===== src/sv/trs_pkg.sv =====
// Package of the pose-to-matrix composer: widths, payload types and the
// fixed-point helpers. Depends on nothing; every other module uses it.
`default_nettype none

package trs_pkg;

    localparam int QW     = 16;          // quaternion and scale width
    localparam int ELEMW  = 32;          // Q16.16 element width
    localparam int PRODW  = 2 * QW + 1;  // 2*qa*qb
    localparam int ENTW   = PRODW + 1;   // rotation entry, Q.28
    localparam int MULW   = ENTW + QW;   // entry times scale, Q.36
    localparam int FRAC_Q = 28;
    localparam int RSH    = 20;          // Q.36 down to Q.16
    localparam int SATW   = (MULW - RSH + 1 > ELEMW) ? (MULW - RSH + 2) : (ELEMW + 1);
    localparam int NENT   = 9;

    // Product slots.
    localparam int P_XX = 0;
    localparam int P_XY = 1;
    localparam int P_XZ = 2;
    localparam int P_YY = 3;
    localparam int P_YZ = 4;
    localparam int P_ZZ = 5;
    localparam int P_WX = 6;
    localparam int P_WY = 7;
    localparam int P_WZ = 8;

    // Column codes.
    localparam logic [1:0] COL_X     = 2'd0;
    localparam logic [1:0] COL_Y     = 2'd1;
    localparam logic [1:0] COL_Z     = 2'd2;
    localparam logic [1:0] COL_TRANS = 2'd3;

    typedef logic signed [QW-1:0]    t_q;
    typedef logic signed [PRODW-1:0] t_prod;
    typedef logic signed [ENTW-1:0]  t_entry;
    typedef logic signed [MULW-1:0]  t_mul;
    typedef logic signed [ELEMW-1:0] t_elem;

    typedef t_prod  [NENT-1:0] t_prods;
    typedef t_entry [NENT-1:0] t_entries;
    typedef t_mul   [NENT-1:0] t_muls;
    typedef t_elem  [NENT-1:0] t_elems;

    // Everything of a pose that rides alongside the arithmetic.
    typedef struct packed {
        t_elem pos_x;
        t_elem pos_y;
        t_elem pos_z;
        t_q    scale_x;
        t_q    scale_y;
        t_q    scale_z;
        logic  fin;
    } t_side;

    localparam t_entry ONE_Q28 = ENTW'(1) << FRAC_Q;
    localparam logic signed [MULW:0] RND = (MULW + 1)'(1) << (RSH - 1);
    localparam logic signed [SATW-1:0] SAT_HI = SATW'(32'sh7FFF_FFFF);
    localparam logic signed [SATW-1:0] SAT_LO = SATW'(32'sh8000_0000);

    // Twice the product of two Q1.14 values, exact in Q.28.
    function automatic t_prod qprod2(input t_q a, input t_q b);
        logic signed [2*QW-1:0] m;
        m = a * b;
        return {m, 1'b0};
    endfunction

    function automatic t_entry ext(input t_prod p);
        return {p[PRODW-1], p};
    endfunction

    function automatic t_entry ent_add(input t_prod a, input t_prod b);
        return ext(a) + ext(b);
    endfunction

    function automatic t_entry ent_sub(input t_prod a, input t_prod b);
        return ext(a) - ext(b);
    endfunction

    function automatic t_entry ent_one_minus(input t_prod a, input t_prod b);
        return ONE_Q28 - (ext(a) + ext(b));
    endfunction

    function automatic t_mul scale_mul(input t_entry e, input t_q s);
        return e * s;
    endfunction

    // Round half up to Q16.16, then clamp to the 32-bit range.
    function automatic t_elem round_sat(input t_mul m);
        logic signed [MULW:0]     p;
        logic signed [MULW-RSH:0] r;
        logic signed [SATW-1:0]   w;
        p = (MULW + 1)'(m) + RND;
        r = p[MULW:RSH];
        w = SATW'(r);
        if (w > SAT_HI) begin
            w = SAT_HI;
        end else if (w < SAT_LO) begin
            w = SAT_LO;
        end
        return w[ELEMW-1:0];
    endfunction

endpackage

`default_nettype wire


===== src/sv/trs_ser.sv =====
// Column serialiser: holds one finished matrix and hands it out as four
// column transactions. Uses trs_pkg for the column codes and types.
`default_nettype none

module trs_ser (
    input  logic              i_clk,
    input  logic              i_rst_n,
    input  logic              i_valid,
    output logic              o_ready,
    input  trs_pkg::t_elems   i_elem,
    input  trs_pkg::t_side    i_side,
    output logic              o_valid,
    input  logic              i_ready,
    output logic [1:0]        o_column_index,
    output trs_pkg::t_elem    o_elem_x,
    output trs_pkg::t_elem    o_elem_y,
    output trs_pkg::t_elem    o_elem_z,
    output logic              o_last_column,
    output logic              o_last_of_batch
);

    logic            r_valid;
    logic [1:0]      r_col;
    trs_pkg::t_elems r_elem;
    trs_pkg::t_side  r_side;
    logic            w_take;
    logic            w_fire;
    logic            w_last;

    assign w_last  = (r_col == trs_pkg::COL_TRANS);
    assign w_fire  = r_valid && i_ready;
    // A new matrix is taken in the cycle its predecessor's last column leaves.
    assign w_take  = !r_valid || (i_ready && w_last);
    assign o_ready = w_take;

    always_ff @(posedge i_clk) begin
        if (!i_rst_n) begin
            r_valid <= 1'b0;
            r_col   <= trs_pkg::COL_X;
        end else if (w_take && i_valid) begin
            r_valid <= 1'b1;
            r_col   <= trs_pkg::COL_X;
        end else if (w_fire) begin
            r_col <= r_col + 2'd1;
            if (w_last) begin
                r_valid <= 1'b0;
            end
        end
    end

    always_ff @(posedge i_clk) begin
        if (w_take && i_valid) begin
            r_elem <= i_elem;
            r_side <= i_side;
        end
    end

    always_comb begin
        case (r_col)
            trs_pkg::COL_X: begin
                o_elem_x = r_elem[0];
                o_elem_y = r_elem[1];
                o_elem_z = r_elem[2];
            end
            trs_pkg::COL_Y: begin
                o_elem_x = r_elem[3];
                o_elem_y = r_elem[4];
                o_elem_z = r_elem[5];
            end
            trs_pkg::COL_Z: begin
                o_elem_x = r_elem[6];
                o_elem_y = r_elem[7];
                o_elem_z = r_elem[8];
            end
            default: begin
                o_elem_x = r_side.pos_x;
                o_elem_y = r_side.pos_y;
                o_elem_z = r_side.pos_z;
            end
        endcase
    end

    assign o_valid         = r_valid;
    assign o_column_index  = r_col;
    assign o_last_column   = w_last;
    assign o_last_of_batch = w_last && r_side.fin;

endmodule

`default_nettype wire


===== config.mk =====
export PLATFORM = sky130hd
export DESIGN_NAME = trs_ser
export DESIGN_NICKNAME = d
export VERILOG_FILES = /design/src/sv/trs_pkg.sv /design/src/sv/trs_ser.sv
export SDC_FILE = /design/constraint.sdc
export NUM_CORES = 1
export LEC_CHECK = 0
export ABC_AREA = 1
export BUFFER_PORTS_ARGS = -buffer_cell sky130_fd_sc_hd__clkbuf_2
export CORE_AREA = 5 5 205 207
export DETAILED_ROUTE_END_ITERATION = 10
export DIE_AREA = 0 0 210 212
export HOLD_SLACK_MARGIN = 0.06
export PLACE_DENSITY = 0.66
export RECOVER_POWER = 100
export SLEW_MARGIN = 20
export SYNTH_ARGS = -nofsm -noshare
export SYNTH_HDL_FRONTEND = slang
export SYNTH_SLANG_ARGS = --single-unit

===== constraint.sdc =====
create_clock -name i_clk -period 11.8 [get_ports i_clk]
set_clock_uncertainty 0.2 [all_clocks]
set_input_delay 2.95 -clock i_clk [delete_from_list [all_inputs] [get_ports i_clk]]
set_output_delay 2.95 -clock i_clk [all_outputs]
set_load 0.1 [all_outputs]

After elaboration in Yosys (flattened, before gate mapping)
Cells that the tools add are included.
{ "totals": {"register_bits": 388, "in_bits": 437, "out_inout_bits": 102, "elab_cells": 37} }
{ "op_classes": {"n_addsub": 1, "eq_ne": 3, "muxes": 6, "bitwise_logic": 1, "n_reduce_logical": 11} }
{ "op_table": {"columns": ["cell", "n"], "rows": [
  ["$pmux 32 s3", 3],
  ["$eq 2x2->1 const B", 2],
  ["$logic_and 1x1->1", 4],
  ["$reduce_bool 2->1", 2],
  ["$mux 1", 3],
  ["$add 2x1->2 const B", 1],
  ["$eq 2x1->1 const B", 1],
  ["$logic_not 2->1", 1],
  ["$reduce_and 2->1", 1],
  ["$reduce_or 2->1", 1],
  ["$logic_not 1->1", 1],
  ["$logic_or 1x1->1", 1],
  ["$not 1->1", 1]
]} }

Longest topological paths before layout
Gate-level depths: netlist (run 1).
{ "depth": {"word_depth": 6, "mapped_depth": 9, "ltp_nobuf": 6} }

Worst setup path after synthesis (run 1)
Ideal clock, no wire load.
{ "synth_timing": {"kind": "input port to flip-flop", "startpoint": "input i_ready", "endpoint": "register r_elem[0] (netlist name) (enable)", "setup_ps": 733, "t_arrival_ps": 11283, "t_required_ps": 10867, "setup_slack_ps": -416, "path_stages": 4, "path_buffers": 0, "cell_sequence": "nand2_1 > nand2_1 > nand2_1 > inv_1"} }
{ "synth_between": {"elab_chain_cells": 3} }
{ "synth_lines": {"columns": ["item", "line", "source"], "rows": [
  ["from (decl)", "trs_ser.sv:13", "input logic i_ready,"],
  ["$logic_and 1x1->1", "trs_ser.sv:33", "assign w_take = !r_valid || (i_ready && w_last);"],
  ["$logic_or 1x1->1", "trs_ser.sv:33", null],
  ["net o_ready", "trs_ser.sv:9", "output logic o_ready,"],
  ["$logic_and 1x1->1", "trs_ser.sv:52", "if (w_take && i_valid) begin"],
  ["to (signal assigned)", "trs_ser.sv:53", "r_elem <= i_elem;"],
  ["to (decl)", "trs_ser.sv:24", "trs_pkg::t_elems r_elem;"]
]} }
The timed path passes the listed nets, and every way through them passes these cells.
A chain may end at the register's enable or synchronous reset.

Final worst setup path (run 1)
{ "layout_timing": {"startpoint": "register r_col[0] (netlist: o_column_index[0])", "endpoint": "output o_elem_y[23]"} }
{ "layout_between": {"elab_chain_cells": 2} }
{ "layout_lines": {"columns": ["item", "line", "source"], "rows": [
  ["from (decl)", "trs_ser.sv:23", "logic [1:0] r_col;"],
  ["from (signal assigned)", "trs_ser.sv:39", "r_col <= trs_pkg::COL_X;"],
  ["from (signal assigned)", "trs_ser.sv:42", "r_col <= trs_pkg::COL_X;"],
  ["from (signal assigned)", "trs_ser.sv:44", "r_col <= r_col + 2'd1;"],
  ["$eq 2x2->1 (tied with other cells)", "trs_ser.sv:59", "case (r_col)"],
  ["$pmux 32 s3 *", "trs_ser.sv:59", null],
  ["to (decl)", "trs_ser.sv:16", "output trs_pkg::t_elem o_elem_y,"]
]} }
Mark *: on every way between the ends. The rest lies on a longest branch, timed or not.

==> qor.log, run 1 <==
[sta] final worst-path setup slack 3589 ps
[outcome] outcome finished with violations
[min_path] source of the worst hold timing path o_valid$_SDFFE_PN0P_
[layout] post-route cell area 18740 um2
[setup_path] Critical Path Sink Type output pin
[die] Horiz. Die Dim 210 um
[sta] Worst Hold Margin 395.3 ps
[sta] minimum period implied by the final worst setup slack 8211 ps
[route] post-route DRC violation count 0
[sta] sum of negative setup slack 0 ps
[sta] unrepaired setup endpoints after global routing no
[setup_path] Top delay family on crit path buffers and inverters
[route] via/cell ratio 4.665
[place] Post-Place Setup Slack 4960 ps
[logic_synthesis] sequential-to-total area share from yosys stat 0.7848
[route] via count 10210
[logic_synthesis] mean post-synth cell area 12.98 um2
[min_path] Tightest Hold Check Type reg -> reg
[setup_path] capture instance of the worst register-to-register path r_side[104]$_DFFE_PP_
[cts] number of hold buffers added after CTS 0
[cts] Inserted Clock Buffers 41
[logic_synthesis] area of the mapped netlist 14810 um2
[setup_path] slowest CP cell ha_1
[die] die height 212 um
[cts] clock root buffer master clkbuf_16
[place] IO Port Bufs 490
[cts] sinks on the clock net 388
[cts] number of levels the H-tree was split into 2
[setup_path] ordered list of cells on the worst path inv_1 -> ha_1 -> buf_4 -> nand2_1 -> nand3_1 -> nand2_1 -> nand2_1 -> clkbuf_1
[logic_synthesis] main combinational cell family by area after synthesis simple AND/OR/NAND/NOR gates
[power_and_ir_drop] Static Leak 7.688 nW
[logic_synthesis] number of register bits inferred by synthesis 388
[setup_path] Worst Setup Start Kind register
[die] die footprint 44520 um2
[setup_path] FF-to-FF Start o_column_index[0]$_SDFFE_PP0P_
[logic_synthesis] Synth Area in Simple Gates 0.1822
[global_route] grt ovf 0
[sta] transition time of the tightest slew-check pin 4721 ps
[logic_synthesis] synthesized instance count 1141
[logic_synthesis] post-synthesis share of cell area spent on full adders, half adders and majority gates 0.004225
[die] Ports 539
[logic_synthesis] distinct cell type count after synthesis 13
[global_route] global-route usage over all layers 0.1702
[cts] quantity of gates resized following cts 0
[route] Final ANT Viol Nets 0
[layout] net count of the finished layout 2069
[global_route] first-pass GRT wire length 58.46 mm
[layout] layout overhead on the synthesized area 26.55%
[route] DRC marker count from the first detailed-route iteration 599
[setup_path] Worst Reg2Reg Path Length in Cells 6
[setup_path] FF-to-FF setup slack 6430 ps
[global_route] pin count of the biggest net entering global routing 195
[place] global placement routability congestion 0.8764
[job] max-cap violations 3
[cts] Setup Buffers After CTS 0
[logic_synthesis] proportion of synthesized area in mux cells 0
[min_path] Worst Hold End o_column_index[0]$_SDFFE_PP0P_
[setup_path] delay contributed by the slowest stage of the critical path 1770 ps
[route] Detailed Routing Iterations Pass 1 5
[logic_synthesis] total number of yosys warnings 0
[setup_path] Worst EP required 8650 ps
[sta] count of endpoints failing setup in the final report 0
[route] Final Routed Wirelength 39.38 mm
[sta] final hold vios 0
[die] core area 40180 um2
[cts] clock tree from TritonCTS built
[setup_path] CP arrival 5060 ps
[setup_path] startpoint-to-endpoint class of the critical path reg -> out
[sta] relative slew slack -2.148
[cts] clock latency reported for the late side of the worst-skew pair 550 ps
[power_and_ir_drop] peak ir drop on the vdd network 135.1 uV
[sta] pins over their slew limit 438
[sta] f_max 121.8 MHz
[die] Placement Rows 74
[cts] clock edge transition at the registers on the reported setup and hold paths 60 ps
[die] effective utilization at floorplan 0.3685
[layout] share of post-route cells with drive strength above 1 0.2603
[cts] clock buffer depth 3
[power_and_ir_drop] power density normalized to cell area 175.4 nW/um2
[sta] share of the cycle needed by the critical path after routing 0.6959
[place] HPWL Detailed 26.43 mm
[outcome] violated checks capacitance limit, slew limit
[setup_path] most numerous cell on the critical path nand2_1
[setup_path] crit path max fanout 50
[global_route] initial antenna violation count 1
[logic_synthesis] net count of the mapped netlist 1583
[global_route] via count of the first global-routing pass 10350
[logic_synthesis] XOR/XNOR Fraction of Synth Area 0
[logic_synthesis] share of the synthesized area in compound gates (AO/OA/AOI/OAI) 0.0005070
[route] DR WL/cell 17.99 um
[setup_path] Crit path buffers/inverters 3
[min_path] number of cells on the worst hold path 3
[place] cell area reported after detailed placement 17670 um2
==> layout make-up <==
class                           instances  area [um2]
Tap cell                              532       665.6
Clock inverter                         26       226.5
Timing Repair Buffer                  497        2344
Multi-Input combinational cell        692        2805
Fill cell                            3692       21440
Inverter                                7       30.03
Sequential cell                       388       11620
Clock buffer                           46        1045
Antenna cell                            1       2.502
==> sequential cells by signal (all words and copies together) (netlist names) <==
name,flops
o_valid,1
r_elem,288
r_side,97
o_column_index,2
==> power breakdown <==
group,switching [W],total (W),internal (W)
clock,0.000508,0.00123,0.000722
combinational,0.000333,0.000415,0.0000822
sequential,0.0000199,0.00164,0.00162
==> synth_stat cells <==
master / instances / area share
ha_1: 5 / 0.0042
buf_2: 26 / 0.0088
dfxtp_1: 3 / 0.0041
buf_4: 4 / 0.0020
edfxtp_1: 385 / 0.78
a21boi_0: 1 / 0.00051
nand3_1: 98 / 0.033
buf_6: 19 / 0.014
inv_1: 6 / 0.0015
nor2_1: 2 / 0.00051
inv_2: 1 / 0.00025
nand2_1: 586 / 0.15
clkbuf_1: 5 / 0.0013
==> layer usage <==
layer	share of wire	track usage	up-vias	routed length [um]
met4	0.040	0.08056	0	1587
met1	0.39	0.2049	4830	15200
met3	0.093	0.05637	86	3672
li1	-	-	4868	-
met5	0	0	-	0
met2	0.48	0.2790	427	18910
==> stage by stage <==
stage	cells	power [W]	utilization
global route	2189	0.003412	0.4663
detailed placement	2116	0.002087	0.4397
finish	2189	0.003287	0.4663
global placement	2116	0.002080	0.4397
CTS	2188	0.003326	0.4713
floorplan	1141	0.001975	-
==> how the worst max path moves through the flow <==
stage,endpoint,start,depth (start not counted)
floorplan,r_elem[0]$_DFFE_PP_,i_ready,4
global placement,o_ready,i_ready,4
detailed placement,o_ready,i_ready,4
CTS,o_ready,i_ready,4
global route,o_elem_x[8],o_column_index[0]$_SDFFE_PP0P_,8
finish,o_elem_y[23],o_column_index[0]$_SDFFE_PP0P_,8
==> cells by family after synthesis <==
group           Yosys count
fa+ha+maj                 5
buf+inv                  61
compound gates            1
simple gates            686
flops                   388
==> layout by cell type (no fill, tap or decap) <==
| cell type | count |
|---|---|
| inv_4 | 1 |
| diode_2 | 1 |
| nand3_1 | 98 |
| bufinv_16 | 4 |
| inv_1 | 5 |
| clkbuf_1 | 130 |
| ha_4 | 3 |
| clkinvlp_4 | 2 |
| buf_4 | 5 |
| clkinv_1 | 13 |
| inv_6 | 2 |
| clkinvlp_2 | 1 |
| clkbuf_16 | 41 |
| ha_1 | 2 |
| nand2_1 | 586 |
| clkbuf_2 | 367 |
| clkinv_2 | 5 |
| dfxtp_1 | 3 |
| nor2_1 | 2 |
| edfxtp_1 | 385 |
| a21boi_0 | 1 |
==> tightest hold or removal path: stages, from the launching register on <==
cell and delay [ps]:
dfxtp_1 340, nand3_1 80, nand2_1 50, nor2_1 80
(Power assumes the default switching activity.)
==> run 2, diff against run 1 <==
==> constraint.sdc (replaced) <==
create_clock -name i_clk -period 7.2 [get_ports i_clk]
set_clock_uncertainty 0.2 [all_clocks]
set_input_delay 1.8 -clock i_clk [delete_from_list [all_inputs] [get_ports i_clk]]
set_output_delay 1.8 -clock i_clk [all_outputs]
set_load 0.1 [all_outputs]
==> qor.log, run 2 (synthesis results as in run 1) <==
[outcome] outcome finished with violations
[outcome] violated checks capacitance limit, slew limit
[setup_path] Critical Path Sink Type output pin
[route] Final ANT Viol Nets 0
[sta] pins over their slew limit 227
[layout] flip-flop count of the largest register after layout 288
[global_route] initial antenna violation count 2
[layout] layout overhead on the synthesized area 27.25%
[cts] number of levels the H-tree was split into 2
[setup_path] Worst Setup Start Kind register
[setup_path] startpoint-to-endpoint class of the critical path reg -> out
[place] HPWL Detailed 26.07 mm
[layout] share of post-route cells with drive strength above 1 0.2697
[place] cell area reported after detailed placement 17760 um2
[cts] clock root buffer master clkbuf_16
[cts] number of hold buffers added after CTS 0
[layout] top library cells by usage in the layout, fill and taps aside 584 x nand2_1, 385 x edfxtp_1, 377 x clkbuf_2, 125 x clkbuf_1, 98 x nand3_1
[place] IO Port Bufs 490
[die] Placement Rows 74
[sta] count of endpoints failing setup in the final report 0
[job] max-cap violations 2
[setup_path] CP arrival 4110 ps
[route] DRC marker count from the first detailed-route iteration 697
[die] core area 40180 um2
[route] via count 10240
[layout] most common cell after layout, fill and taps aside nand2_1
[power_and_ir_drop] Static Leak 7.756 nW
[sta] unrepaired setup endpoints after global routing no
[die] die footprint 44520 um2
[cts] clock buffer depth 3
[global_route] first-pass GRT wire length 57.87 mm
[route] post-route DRC violation count 0
[cts] clock latency reported for the late side of the worst-skew pair 540 ps
[layout] Largest Register r_elem
[layout] post-route cell area 18840 um2
[die] Horiz. Die Dim 210 um
[setup_path] Crit path buffers/inverters 3
[setup_path] Top delay family on crit path buffers and inverters
[route] DR WL/cell 17.81 um
[power_and_ir_drop] power density normalized to cell area 284.7 nW/um2
[sta] f_max 163.7 MHz
[global_route] grt ovf 0
[layout] FILL cells 3701
[layout] number of diodes added for antenna fixing 0
[setup_path] most numerous cell on the critical path nand2_1
[global_route] via count of the first global-routing pass 10460
[place] global placement routability congestion 0.8619
[sta] share of the cycle needed by the critical path after routing 0.8485
[sta] minimum period implied by the final worst setup slack 6109 ps
[setup_path] crit path max fanout 63
[power_and_ir_drop] peak ir drop on the vdd network 196.4 uV
[setup_path] delay contributed by the slowest stage of the critical path 930 ps
[cts] sinks on the clock net 388
[setup_path] Worst EP required 5200 ps
[setup_path] ordered list of cells on the worst path inv_1 -> ha_4 -> clkbuf_2 -> nand2_1 -> nand3_1 -> nand2_1 -> nand2_1 -> clkbuf_1
[global_route] pin count of the biggest net entering global routing 181
[cts] quantity of gates resized following cts 0
[die] die height 212 um
[route] Detailed Routing Iterations Pass 1 5
[setup_path] slowest CP cell clkbuf_1
[die] Ports 539
[cts] clock edge transition at the registers on the reported setup and hold paths 60 ps
[sta] relative slew slack -1.935
[sta] transition time of the tightest slew-check pin 4402 ps
[cts] Inserted Clock Buffers 42
[layout] net count of the finished layout 2074
[route] Final Routed Wirelength 39.07 mm
[route] via/cell ratio 4.668
[min_path] Tightest Hold Check Type reg -> reg
[global_route] global-route usage over all layers 0.1680
[power_and_ir_drop] Tot Pwr 0.005364 W
[sta] final hold vios 0
[cts] clock tree from TritonCTS built
[cts] Setup Buffers After CTS 0
[die] effective utilization at floorplan 0.3685
-- run 2: worst min-delay path: cells and delay by family, from the launching register on --
| kind | cells | cell delay (ps) |
|---|---|---|
| flip-flops | 1 | 350 |
| buffers and inverters | 1 | 40 |
| AND/OR/NAND/NOR | 3 | 190 |
-- run 2: routing by layer --
layer,wire (um),vias up,GRT usage
li1,-,4874,-
met1,15310,4854,0.2059
met3,3518,59,0.05076
met2,19130,449,0.2843
met4,1107,0,0.06031
met5,0,-,0
-- run 2: report_power, final --
group	internal [W]	total (W)	switching, W
clock	0.00116	0.00200	0.000836
sequential	0.00265	0.00268	0.0000317
combinational	0.000139	0.000686	0.000548
-- run 2: per-stage QoR --
step                instances  TNS (ps)  utilization  hold slack [ps]  worst slack (ps)
CTS                      2193         0       0.4736            438.5              1738
global placement         2120         0       0.4420            432.2              2342
global route             2193         0       0.4689            455.4             820.6
floorplan                1141   -515740            -            802.7             -1340
finish                   2193         0       0.4689            423.8              1091
detailed placement       2120         0       0.4420            438.8              2347
-- run 2: cell type report --
| class | count | area, um2 | area share |
|---|---|---|---|
| clock inverters | 22 | 162.7 | 0.008632 |
| flip-flops and latches | 388 | 11620 | 0.6167 |
| well taps | 532 | 665.6 | 0.03533 |
| multi-input cells | 692 | 2841 | 0.1508 |
| clock buffers | 51 | 1106 | 0.05870 |
| repair buffers | 501 | 2416 | 0.1282 |
| inverters | 7 | 30.03 | 0.001594 |
-- run 2: final timing paths --
check                                       from                              to  slack, ps  depth (start not counted)
hold reg to reg             o_valid$_SDFFE_PN0P_  o_column_index[1]$_SDFFE_PP0P_        420                          4
hold / removal              o_valid$_SDFFE_PN0P_  o_column_index[1]$_SDFFE_PP0P_        420                          4
setup reg to reg  o_column_index[0]$_SDFFE_PP0P_            r_side[99]$_DFFE_PP_       2040                          6
setup / recovery  o_column_index[0]$_SDFFE_PP0P_                     o_elem_y[6]       1090                          8
